## config.mk

```make
export PLATFORM = sky130hd
export DESIGN_NAME = headset_jack_detector_top_flat
export DESIGN_NICKNAME = d
export VERILOG_FILES = /design/src/design/hjd_pkg.sv /design/src/design/hjd_in_if.sv /design/src/design/hjd_out_if.sv /design/src/design/hjd_cfg_if.sv /design/src/design/headset_jack_detector_top.sv /design/src/flat_wrapper.sv
export SDC_FILE = /design/constraint.sdc
export NUM_CORES = 1
export LEC_CHECK = 0
export ABC_CLOCK_PERIOD_IN_PS = 5030
export BUFFER_PORTS_ARGS = -buffer_cell sky130_fd_sc_hd__buf_2
export CAP_MARGIN = 5
export CORE_MARGIN = 3
export CORE_UTILIZATION = 40
export DETAILED_ROUTE_END_ITERATION = 7
export HOLD_SLACK_MARGIN = 0.12
export SYNTH_ARGS = -nofsm -noshare
export SYNTH_HDL_FRONTEND = slang
export SYNTH_SLANG_ARGS = --single-unit
```

## constraint.sdc

```tcl
create_clock -name clk -period 5.03 [get_ports clk]
set_input_delay 0.2515 -clock clk [delete_from_list [all_inputs] [get_ports clk]]
set_output_delay 0.2515 -clock clk [all_outputs]
set_load 0.05 [all_outputs]
```

## src/design/hjd_pkg.sv

```systemverilog
package hjd_pkg;

  localparam int STABLE_SAMPLES = 5;
  localparam int WINDOW_W = STABLE_SAMPLES;
  localparam int COUNT_W = $clog2(STABLE_SAMPLES + 2);

  localparam int MV_W = 12;
  localparam int DELAY_W = 8;
  localparam int CFG_IDX_W = 2;
  localparam int CFG_DATA_W = 12;

  localparam logic [MV_W-1:0] DEFAULT_SWITCH_LIMIT_MV = MV_W'(1100);
  localparam logic [WINDOW_W-1:0] ALL_LOW_WINDOW = '0;
  localparam logic [WINDOW_W-1:0] ALL_HIGH_WINDOW = '1;
  localparam logic [COUNT_W-1:0] SETTLE_COUNT = COUNT_W'(STABLE_SAMPLES);

  typedef enum logic [CFG_IDX_W-1:0] {
    CFG_SWITCH_LIMIT = 2'd0,
    CFG_DETECT_DELAY = 2'd1
  } cfg_idx_t;

  typedef struct packed {
    logic headset_present;
    logic mic_switch_on;
    logic mic_ctrl_level;
    logic key_down;
    logic insert_event;
    logic remove_event;
    logic key_event;
  } result_t;

endpackage

```

## src/design/hjd_in_if.sv

```systemverilog
interface hjd_in_if;
  logic                  valid;
  logic                  ready;
  logic                  detect_level;
  logic [hjd_pkg::MV_W-1:0] mic_voltage_mv;
  logic                  button_level;

  modport source (output valid, output detect_level, output mic_voltage_mv,
                  output button_level, input ready);
  modport sink (input valid, input detect_level, input mic_voltage_mv,
                input button_level, output ready);
endinterface

```

## src/design/hjd_out_if.sv

```systemverilog
interface hjd_out_if;
  logic valid;
  logic ready;
  logic headset_present;
  logic mic_switch_on;
  logic mic_ctrl_level;
  logic key_down;
  logic insert_event;
  logic remove_event;
  logic key_event;

  modport source (output valid, output headset_present, output mic_switch_on,
                  output mic_ctrl_level, output key_down, output insert_event,
                  output remove_event, output key_event, input ready);
  modport sink (input valid, input headset_present, input mic_switch_on,
                input mic_ctrl_level, input key_down, input insert_event,
                input remove_event, input key_event, output ready);
endinterface

```

## src/design/hjd_cfg_if.sv

```systemverilog
interface hjd_cfg_if;
  logic                          valid;
  logic                          ready;
  logic [hjd_pkg::CFG_IDX_W-1:0]  index;
  logic [hjd_pkg::CFG_DATA_W-1:0] data;

  modport source (output valid, output index, output data, input ready);
  modport sink (input valid, input index, input data, output ready);
endinterface

```

## src/design/headset_jack_detector_top.sv

```systemverilog
// Headset jack detector with debounce. Each input item is one sample tick
// (detect level, mic voltage, button level) and yields exactly one result
// item in the next cycle, holding the presence, mic switch, mic control
// pin and button state after that tick plus insert, remove and key pulses.
// The whole tick update passes once through the state registers, so an item
// is taken every clock as long as the result register is empty or being drained.
// After reset a jack check runs with no delay; configuration writes are
// always taken (ready held high), writes to unknown indexes are dropped.
module headset_jack_detector_top (
  input  logic clk,
  input  logic rst_n,
  hjd_in_if.sink    in_ch,
  hjd_out_if.source out_ch,
  hjd_cfg_if.sink   cfg_ch
);
  import hjd_pkg::*;

  logic [MV_W-1:0]    limit_r;
  logic [DELAY_W-1:0] delay_cfg_r;

  logic                check_pending_r, check_pending_nxt;
  logic [DELAY_W-1:0]  delay_count_r, delay_count_nxt;
  logic [COUNT_W-1:0]  sample_count_r, sample_count_nxt;
  logic [WINDOW_W-1:0] sample_window_r, sample_window_nxt;
  logic                prev_detect_r;
  logic                present_r, present_nxt;
  logic                switch_r, switch_nxt;
  logic                mic_pin_r, mic_pin_nxt;
  logic                button_r, button_nxt;

  logic    out_valid_r;
  result_t result_r, result_nxt;

  logic in_fire;
  logic below_limit;

  assign in_ch.ready  = !out_valid_r || out_ch.ready;
  assign in_fire      = in_ch.valid && in_ch.ready;
  assign cfg_ch.ready = 1'b1;
  assign below_limit  = in_ch.mic_voltage_mv < limit_r;

  always_ff @(posedge clk) begin
    if (!rst_n) begin
      limit_r     <= DEFAULT_SWITCH_LIMIT_MV;
      delay_cfg_r <= '0;
    end else if (cfg_ch.valid) begin
      unique case (cfg_ch.index)
        CFG_SWITCH_LIMIT: limit_r     <= cfg_ch.data;
        CFG_DETECT_DELAY: delay_cfg_r <= cfg_ch.data[DELAY_W-1:0];
        default: ;
      endcase
    end
  end

  always_comb begin
    check_pending_nxt = check_pending_r;
    delay_count_nxt   = delay_count_r;
    sample_count_nxt  = sample_count_r;
    sample_window_nxt = sample_window_r;
    present_nxt       = present_r;
    switch_nxt        = switch_r;
    mic_pin_nxt       = mic_pin_r;
    button_nxt        = button_r;
    result_nxt        = '0;

    if (in_ch.detect_level != prev_detect_r && !check_pending_r) begin
      // edge tick: load the delay, restart the window
      check_pending_nxt = 1'b1;
      delay_count_nxt   = delay_cfg_r;
      sample_count_nxt  = '0;
      sample_window_nxt = '0;
    end else if (check_pending_r) begin
      if (delay_count_r != '0) begin
        delay_count_nxt = delay_count_r - DELAY_W'(1);
      end else begin
        sample_window_nxt = {sample_window_r[WINDOW_W-2:0], in_ch.detect_level};
        if (sample_count_r <= SETTLE_COUNT) begin
          sample_count_nxt = sample_count_r + COUNT_W'(1);
        end
        if (sample_count_nxt > SETTLE_COUNT &&
            (sample_window_nxt == ALL_LOW_WINDOW ||
             sample_window_nxt == ALL_HIGH_WINDOW)) begin
          check_pending_nxt = 1'b0;
          if (sample_window_nxt != ALL_LOW_WINDOW) begin
            if (!present_r) begin
              present_nxt             = 1'b1;
              result_nxt.insert_event = 1'b1;
              if (below_limit && !switch_r) begin
                mic_pin_nxt = 1'b0;
                switch_nxt  = 1'b1;
              end
            end else if (!below_limit && switch_r) begin
              switch_nxt  = 1'b0;
              mic_pin_nxt = 1'b0;
            end
          end else if (present_r) begin
            mic_pin_nxt             = 1'b1;
            present_nxt             = 1'b0;
            switch_nxt              = 1'b0;
            button_nxt              = 1'b0;
            result_nxt.key_event    = button_r;
            result_nxt.remove_event = 1'b1;
          end
        end
      end
    end

    // track the button only across ticks that keep the headset present
    if (present_r && present_nxt && in_ch.button_level != button_r) begin
      button_nxt           = in_ch.button_level;
      result_nxt.key_event = 1'b1;
    end

    result_nxt.headset_present = present_nxt;
    result_nxt.mic_switch_on   = switch_nxt;
    result_nxt.mic_ctrl_level  = mic_pin_nxt;
    result_nxt.key_down        = button_nxt;
  end

  always_ff @(posedge clk) begin
    if (!rst_n) begin
      check_pending_r <= 1'b1;
      delay_count_r   <= '0;
      sample_count_r  <= '0;
      sample_window_r <= '0;
      prev_detect_r   <= 1'b0;
      present_r       <= 1'b0;
      switch_r        <= 1'b0;
      mic_pin_r       <= 1'b1;
      button_r        <= 1'b0;
    end else if (in_fire) begin
      check_pending_r <= check_pending_nxt;
      delay_count_r   <= delay_count_nxt;
      sample_count_r  <= sample_count_nxt;
      sample_window_r <= sample_window_nxt;
      prev_detect_r   <= in_ch.detect_level;
      present_r       <= present_nxt;
      switch_r        <= switch_nxt;
      mic_pin_r       <= mic_pin_nxt;
      button_r        <= button_nxt;
    end
  end

  always_ff @(posedge clk) begin
    if (!rst_n) begin
      out_valid_r <= 1'b0;
    end else if (in_fire) begin
      out_valid_r <= 1'b1;
    end else if (out_ch.ready) begin
      out_valid_r <= 1'b0;
    end
  end

  always_ff @(posedge clk) begin
    if (in_fire) begin
      result_r <= result_nxt;
    end
  end

  assign out_ch.valid           = out_valid_r;
  assign out_ch.headset_present = result_r.headset_present;
  assign out_ch.mic_switch_on   = result_r.mic_switch_on;
  assign out_ch.mic_ctrl_level  = result_r.mic_ctrl_level;
  assign out_ch.key_down        = result_r.key_down;
  assign out_ch.insert_event    = result_r.insert_event;
  assign out_ch.remove_event    = result_r.remove_event;
  assign out_ch.key_event       = result_r.key_event;

endmodule
```

## src/flat_wrapper.sv

```systemverilog
// flat-port wrapper written by rule: the top's interface ports become plain ports
module headset_jack_detector_top_flat import hjd_pkg::*;
  (clk, rst_n, in_ch_valid, in_ch_detect_level, in_ch_mic_voltage_mv, in_ch_button_level, in_ch_ready, out_ch_valid, out_ch_headset_present, out_ch_mic_switch_on, out_ch_mic_ctrl_level, out_ch_key_down, out_ch_insert_event, out_ch_remove_event, out_ch_key_event, out_ch_ready, cfg_ch_valid, cfg_ch_index, cfg_ch_data, cfg_ch_ready);
  hjd_in_if in_ch_i ();
  hjd_out_if out_ch_i ();
  hjd_cfg_if cfg_ch_i ();
  input  logic clk;
  input  logic rst_n;
  input wire logic [$bits(in_ch_i.valid)-1:0] in_ch_valid;
  input wire logic [$bits(in_ch_i.detect_level)-1:0] in_ch_detect_level;
  input wire logic [$bits(in_ch_i.mic_voltage_mv)-1:0] in_ch_mic_voltage_mv;
  input wire logic [$bits(in_ch_i.button_level)-1:0] in_ch_button_level;
  output wire logic [$bits(in_ch_i.ready)-1:0] in_ch_ready;
  output wire logic [$bits(out_ch_i.valid)-1:0] out_ch_valid;
  output wire logic [$bits(out_ch_i.headset_present)-1:0] out_ch_headset_present;
  output wire logic [$bits(out_ch_i.mic_switch_on)-1:0] out_ch_mic_switch_on;
  output wire logic [$bits(out_ch_i.mic_ctrl_level)-1:0] out_ch_mic_ctrl_level;
  output wire logic [$bits(out_ch_i.key_down)-1:0] out_ch_key_down;
  output wire logic [$bits(out_ch_i.insert_event)-1:0] out_ch_insert_event;
  output wire logic [$bits(out_ch_i.remove_event)-1:0] out_ch_remove_event;
  output wire logic [$bits(out_ch_i.key_event)-1:0] out_ch_key_event;
  input wire logic [$bits(out_ch_i.ready)-1:0] out_ch_ready;
  input wire logic [$bits(cfg_ch_i.valid)-1:0] cfg_ch_valid;
  input wire logic [$bits(cfg_ch_i.index)-1:0] cfg_ch_index;
  input wire logic [$bits(cfg_ch_i.data)-1:0] cfg_ch_data;
  output wire logic [$bits(cfg_ch_i.ready)-1:0] cfg_ch_ready;
  assign in_ch_i.valid = in_ch_valid;
  assign in_ch_i.detect_level = in_ch_detect_level;
  assign in_ch_i.mic_voltage_mv = in_ch_mic_voltage_mv;
  assign in_ch_i.button_level = in_ch_button_level;
  assign in_ch_ready = in_ch_i.ready;
  assign out_ch_valid = out_ch_i.valid;
  assign out_ch_headset_present = out_ch_i.headset_present;
  assign out_ch_mic_switch_on = out_ch_i.mic_switch_on;
  assign out_ch_mic_ctrl_level = out_ch_i.mic_ctrl_level;
  assign out_ch_key_down = out_ch_i.key_down;
  assign out_ch_insert_event = out_ch_i.insert_event;
  assign out_ch_remove_event = out_ch_i.remove_event;
  assign out_ch_key_event = out_ch_i.key_event;
  assign out_ch_i.ready = out_ch_ready;
  assign cfg_ch_i.valid = cfg_ch_valid;
  assign cfg_ch_i.index = cfg_ch_index;
  assign cfg_ch_i.data = cfg_ch_data;
  assign cfg_ch_ready = cfg_ch_i.ready;
  headset_jack_detector_top u_core (.clk(clk), .rst_n(rst_n), .in_ch(in_ch_i), .out_ch(out_ch_i), .cfg_ch(cfg_ch_i));
endmodule
```

==> impl_metrics.env, run 1 <==
export IMPL_layout_min_cycle_time_ns=2.312
export IMPL_critPathMaxFanout=3
export IMPL_synth_cells=297
export IMPL_pin_count=43
export IMPL_start_util=0.4198
export IMPL_p_leak_nw=1.170
export IMPL_cts_root_buffer="clkbuf_8"
export IMPL_first_pass_iters=4
export IMPL_grt_max_degree=36
export IMPL_avgSynthCellArea_um2=8.468
export IMPL_htree_levels=2
export IMPL_critPathKind="flip-flop to flip-flop"
export IMPL_ys_seq_elements=49
export IMPL_place_area_um2=2766
export IMPL_ant_nets=0
export IMPL_dieArea_um2=7274
export IMPL_holdWs_ns=0.1684
export IMPL_ys_async_sr_fraction=0
export IMPL_wl_um=5378
export IMPL_vdd_ir_drop_max_mv=0.2072
export IMPL_rows=28
export IMPL_final_hold_violation_count=0
export IMPL_grt_remaining_overflow=0
export IMPL_ys_warnings_count=0
export IMPL_routed_via_density=5.210
export IMPL_period_share=0.4596
export IMPL_grt_usage=0.1548
export IMPL_rsz0062_at_grt="false"
export IMPL_fmax_mhz=432.5
export IMPL_slew_violations=0
export IMPL_ys_seq_area_frac=0.4179
export IMPL_drt_initial_drc_count=80
export IMPL_final_area_um2=2853
export IMPL_slew_headroom=0.3403
export IMPL_cts_hold_buf=0
export IMPL_syn_area_um2=2515
export IMPL_cts_buffers=5
export IMPL_critPathRequiredTime_ns=5.10
export IMPL_diodes=0
export IMPL_setup_viol=0
export IMPL_grt_pass1_vias=2038
export IMPL_tns_ns=0
export IMPL_globalplace_congestion=0.8086
export IMPL_cts_resized=0
export IMPL_min_path_type="input port to flip-flop"
export IMPL_syn_nets=345
export IMPL_placed_cells=401
export IMPL_dp_hpwl_um=3908
export IMPL_num_fill_cells=586
export IMPL_ys_types=57
export IMPL_critPathLaunchType="flip-flop"
export IMPL_clock_path_buffers=2
export IMPL_drc_errors=0
export IMPL_cts_clk_slew_worst_paths_ns=0.09
export IMPL_num_vias=2131
export IMPL_core_area_um2=5991
export IMPL_post_cts_buffers=0
export IMPL_fp_dieH_um=85.29
export IMPL_fin_nets=381
export IMPL_synth_edff_count=7
export IMPL_grt_pass1_wl_um=9211
export IMPL_maxCapViolations=0
export IMPL_fp_dieW_um=85.29
export IMPL_worst_pin_slew_ns=0.9834
export IMPL_clock_skew_ns=0.007991
export IMPL_cts_sinks=49
export IMPL_p_per_area_nw_per_um2=393.1
export IMPL_wl_per_cell_um=13.15
export IMPL_clk_latency_ns=0.30
export IMPL_status="finished, final reports clean"
export IMPL_finalPower_mw=1.121
export IMPL_area_growth_synth_to_final_pct=13.43
export IMPL_end_kind="flip-flop"
export IMPL_drive_above_1_share=0.1826
export IMPL_r2r_setup_slack_ns=2.72
export IMPL_yosys_most_used_dff="dfxtp_1"
export IMPL_finalNonFillerCells=409
export IMPL_cts_tree="built"
export IMPL_cp_arrival_ns=2.38
export IMPL_io_buffers=41
export IMPL_grt_antenna_before_repair=0
==> cells by family after synthesis <==
kind of cell             Yosys count  synth area share
AND/OR/NAND/NOR                  110            0.2080
AO/OA/AOI/OAI                     78            0.2005
flip-flops                        49            0.4179
buffers and inverters             32           0.05075
adder cells (fa/ha/maj)           15           0.07463
multiplexers                       9           0.03632
XOR/XNOR                           3           0.01045
other                              1          0.001491
==> worst max-delay path: stages (launching register included) <==
cell	delay, ns
dfxtp_1	0.34
inv_1	0.05
ha_1	0.28
nand4_1	0.13
or2_0	0.25
a222oi_1	0.48
nor3_1	0.15
o31a_1	0.26
o21ba_1	0.16
==> where the power goes <==
group          leakage, nW  switching, mW  internal, mW
Combinational        0.717          0.254         0.162
Sequential           0.410         0.0393         0.440
Clock               0.0439          0.130        0.0962
Total                 1.17          0.423         0.698
==> cell usage in the layout (no fill, tap or decap), types with 2 or more instances in the layout <==
cell type,count
dfxtp_1,42
buf_2,41
nand2_1,40
nor2_1,29
a21oi_1,28
inv_1,18
o21ai_0,16
ha_1,15
nor3_1,8
o211ai_1,8
mux2i_1,8
edfxtp_1,7
a22oi_1,5
clkbuf_8,5
nand2b_1,4
nor2b_1,4
nand3_1,4
nand4_1,4
nor4_1,3
a211oi_1,3
clkinv_1,2
a2bb2oi_1,2
xor2_1,2
nand3b_1,2
clkinv_2,2
==> routing by layer <==
layer / routed length (um) / vias up / part of all wire / track usage
met5: 0 / - / 0 / 0
met4: 74 / 0 / 0.014 / 0.04460
met3: 201 / 8 / 0.037 / 0.03592
met2: 2341 / 41 / 0.44 / 0.2415
met1: 2761 / 955 / 0.51 / 0.2138
li1: - / 1127 / - / -
==> through the flow <==
| stage | utilization | worst slack [ns] |
|---|---|---|
| after floorplan | - | 2.594 |
| after global placement | 0.4618 | 2.758 |
| after detailed placement | 0.4618 | 2.724 |
| after CTS | 0.4762 | 2.723 |
| after global routing | 0.4762 | 2.555 |
| final | 0.4762 | 2.718 |
==> path summary, 6_finish.rpt <==
path | endpoint | start | cells past startpoint
setup reg to reg | u_core.out_ch.mic_switch_on | u_core.limit_r[9] | 8
hold / removal | u_core.limit_r[10] | cfg_ch_data[10] | 3
setup / recovery | u_core.out_ch.mic_switch_on | u_core.limit_r[9] | 8
hold reg to reg | u_core.limit_r[0] | u_core.limit_r[0] | 2
==> flip-flops by register name (all words and copies together), names as in the netlist, 3 cells and up <==
name,count
u_core.delay_cfg_r,8
u_core.sample_count_r,3
u_core.limit_r,12
u_core.delay_count_r,8
u_core.sample_window_r,4
==> synthesized netlist by cell type, types with 2 or more instances <==
cell type,n,area (um2)
dfxtp_1,42,840.8
nand2_1,40,150.1
nor2_1,29,108.9
a21oi_1,28,140.1
inv_1,18,67.56
o21ai_0,16,80.08
ha_1,15,187.7
mux2i_1,8,80.08
nor3_1,8,40.04
o211ai_1,8,60.06
clkbuf_1,7,26.28
edfxtp_1,7,210.2
a22oi_1,5,37.54
nand2b_1,4,25.02
nand3_1,4,20.02
nand4_1,4,25.02
nor2b_1,4,25.02
a211oi_1,3,22.52
buf_2,3,15.01
nor4_1,3,18.77
a2bb2oi_1,2,17.52
clkinv_1,2,7.510
nand3b_1,2,15.01
xor2_1,2,17.52
==> cell type report <==
cell class              instances  area, um2  area share
multi-input cells             216       1341      0.4702
well taps                      75      93.84     0.03289
flip-flops and latches         49       1051      0.3684
inverters                      20      75.07     0.02632
clock inverters                 3      17.52    0.006140
clock buffers                   5      68.82     0.02412
repair buffers                 41      205.2     0.07193
Note: power is estimated with default switching activity, not from simulation.
==> run 2: changes to the inputs <==
--- a/config.mk
+++ b/config.mk
@@ -5,7 +5,7 @@
 export SDC_FILE = /design/constraint.sdc
 export NUM_CORES = 1
 export LEC_CHECK = 0
-export ABC_CLOCK_PERIOD_IN_PS = 5030
+export ABC_CLOCK_PERIOD_IN_PS = 2100
 export BUFFER_PORTS_ARGS = -buffer_cell sky130_fd_sc_hd__buf_2
 export CAP_MARGIN = 5
 export CORE_MARGIN = 3
==> constraint.sdc (replaced) <==
create_clock -name clk -period 2.1 [get_ports clk]
set_input_delay 0.105 -clock clk [delete_from_list [all_inputs] [get_ports clk]]
set_output_delay 0.105 -clock clk [all_outputs]
set_load 0.05 [all_outputs]
==> run 2 against run 1 <==
Compared with the run above:
- the flow now finishes with violations (negative setup slack)
- worst setup slack got worse by 2.8 ns
- sequential share of layout area fell by 4.2 points
- clock-buffer cell count rose by 1
- critical path depth rose by 1
- clock power rose by 150%
- die area did not move
- register-to-register slack got worse by 2.8 ns
- flip-flop and latch count did not move
- utilization rose by 6.6 points
- highest routed layer unchanged
- via count rose by 10%
==> impl_metrics.env, run 2 (synthesis gave the netlist of run 1 again) <==
export IMPL_diodes=0
export IMPL_grt_remaining_overflow=0
export IMPL_holdPathStages=4
export IMPL_cp_depth=9
export IMPL_end_kind="flip-flop"
export IMPL_dp_slack_ns=-0.1429
export IMPL_drive_above_1_share=0.2574
export IMPL_final_hold_violation_count=0
export IMPL_largest_register_ffs=12
export IMPL_cp_cell_sequence="inv_2 -> ha_4 -> nand4_1 -> or2_1 -> a222oi_1 -> buf_4 -> nor3_2 -> o31a_1 -> o21ba_1"
export IMPL_io_buffers=41
export IMPL_regArea_um2=1059
export IMPL_status="finished with violations"
export IMPL_num_fill_cells=557
export IMPL_fmax_mhz=451.2
export IMPL_layout_common_cells="buf_2, nand2_1, dfxtp_1"
export IMPL_top_regs="u_core.limit_r: 12 flops, u_core.delay_cfg_r: 8 flops, u_core.delay_count_r: 8 flops"
export IMPL_p_per_area_nw_per_um2=881.7
export IMPL_dp_hpwl_um=4384
export IMPL_critPathMaxFanout=3
export IMPL_p_comb_frac=0.407
export IMPL_drc_errors=0
export IMPL_critPathLaunchType="flip-flop"
export IMPL_swShare=0.3746
export IMPL_globalplace_congestion=0.8229
export IMPL_reg2reg_depth=9
export IMPL_maxCapViolations=0
export IMPL_slew_headroom=0.6284
export IMPL_grt_pass1_wl_um=10730
export IMPL_rsz0062_at_grt="true"
export IMPL_wl_um=6251
export IMPL_cp_arrival_ns=2.29
export IMPL_area_growth_synth_to_final_pct=29.10
export IMPL_p_seq_frac=0.398
export IMPL_dieArea_um2=7274
export IMPL_ant_nets=0
export IMPL_cts_tree="built"
export IMPL_placed_cells=420
export IMPL_fin_ws_ns=-0.1163
export IMPL_critPathKind="flip-flop to flip-flop"
export IMPL_crit_slowest_cell="dfxtp_2"
export IMPL_critPathRequiredTime_ns=2.17
export IMPL_grt_usage=0.1809
export IMPL_min_path_type="input port to flip-flop"
export IMPL_vdd_ir_drop_max_mv=0.5530
export IMPL_wl_per_cell_um=13.95
export IMPL_p_switching_mw=1.072
export IMPL_period_share=1.055
export IMPL_slew_violations=0
export IMPL_critPathBufInv=2
export IMPL_cts_buffers=5
export IMPL_rows=28
export IMPL_clkPwrFrac=0.194
export IMPL_cts_root_buffer="clkbuf_8"
export IMPL_clock_skew_ns=0.004543
export IMPL_first_pass_iters=4
export IMPL_grt_antenna_before_repair=0
export IMPL_clk_latency_ns=0.30
export IMPL_setup_viol=2
export IMPL_slowest_delay_ns=0.33
export IMPL_clock_path_buffers=2
export IMPL_core_area_um2=5991
export IMPL_grt_pass1_vias=2392
export IMPL_cts_clk_slew_worst_paths_ns=0.09
export IMPL_layout_commonest_cell="buf_2"
export IMPL_cp_top_family="compound AO/OA/AOI/OAI gates"
export IMPL_pin_count=43
export IMPL_drt_initial_drc_count=76
export IMPL_finalPower_mw=2.863
export IMPL_violations="negative setup slack"
export IMPL_worst_pin_slew_ns=0.5558
export IMPL_fp_dieW_um=85.29
export IMPL_multi_input_area_um2=1394
export IMPL_cts_sinks=49
export IMPL_regMostFlops="u_core.limit_r"
export IMPL_internal_power_mw=1.790
export IMPL_htree_levels=2
export IMPL_grt_max_degree=25
export IMPL_routed_via_density=5.254
export IMPL_start_util=0.4198
export IMPL_num_vias=2354
export IMPL_fp_dieH_um=85.29
export IMPL_fin_nets=420
export IMPL_p_leak_nw=1.353
export IMPL_finalNonFillerCells=448
export IMPL_layout_min_cycle_time_ns=2.216
-- run 2: cell type report --
| cell class | instances | area share |
|---|---|---|
| Multi-Input combinational cell | 216 | 0.4293 |
| Tap cell | 75 | 0.02890 |
| Inverter | 20 | 0.02312 |
| Clock buffer | 6 | 0.02235 |
| Clock inverter | 2 | 0.003083 |
| Timing Repair Buffer | 80 | 0.1672 |
| Sequential cell | 49 | 0.3260 |
-- run 2: path summary, 6_finish.rpt --
path | start | endpoint | slack (ns)
setup / recovery | u_core.limit_r[10] | u_core.out_ch.mic_switch_on | -0.12
hold / removal | in_ch_button_level | u_core.button_r | 0.22
setup reg to reg | u_core.limit_r[10] | u_core.out_ch.mic_switch_on | -0.12
hold reg to reg | u_core.limit_r[7] | u_core.limit_r[7] | 0.46
-- run 2: worst min-delay path: cells and delay by family --
kind	cells	cell delay (ns)
buffers and inverters	1	0.10
AOI/OAI and AO/OA	1	0.06
and+or+nand+nor	2	0.23
-- run 2: power groups by stage --
| stage | clock network (mW) | logic, mW | registers [mW] |
|---|---|---|---|
| 6_report | 0.556 | 1.17 | 1.14 |
| 3_3_place_gp | 0 | 1.09 | 1.16 |
| 5_1_grt | 0.613 | 1.32 | 1.16 |
| 4_1_cts | 0.566 | 1.14 | 1.14 |
| 2_1_floorplan | 0 | 0.770 | 1.17 |
| 3_5_place_dp | 0 | 1.11 | 1.16 |
-- run 2: per-stage QoR --
stage / hold slack [ns] / cell area (um2) / utilization / setup TNS [ns]
after detailed placement: 0.3514 / 2913 / 0.4862 / -0.2419
after CTS: 0.2235 / 3214 / 0.5366 / -0.1309
final: 0.2222 / 3247 / 0.5420 / -0.1972
after floorplan: 0.2269 / 2519 / - / 0
after global routing: 0.2522 / 3247 / 0.5420 / -0.8001
after global placement: 0.3418 / 2913 / 0.4862 / -0.04975
-- run 2: routing by layer --
layer | routed length, um | part of all wire | track usage
met1 | 2853 | 0.46 | 0.2246
met2 | 3041 | 0.49 | 0.3100
met3 | 292 | 0.047 | 0.04757
met4 | 64 | 0.010 | 0.04748
met5 | 0 | 0 | 0
-- run 2: what timing repair did --
item | 4_1_cts | 5_1_grt
endpoints found under the hold margin | 23 | 0
gates resized for setup | 7 | 7
buffers inserted | 2 | 0
setup endpoints to repair | 3 | 7
pin swaps | 4 | 4
hold buffers | 18 | 0
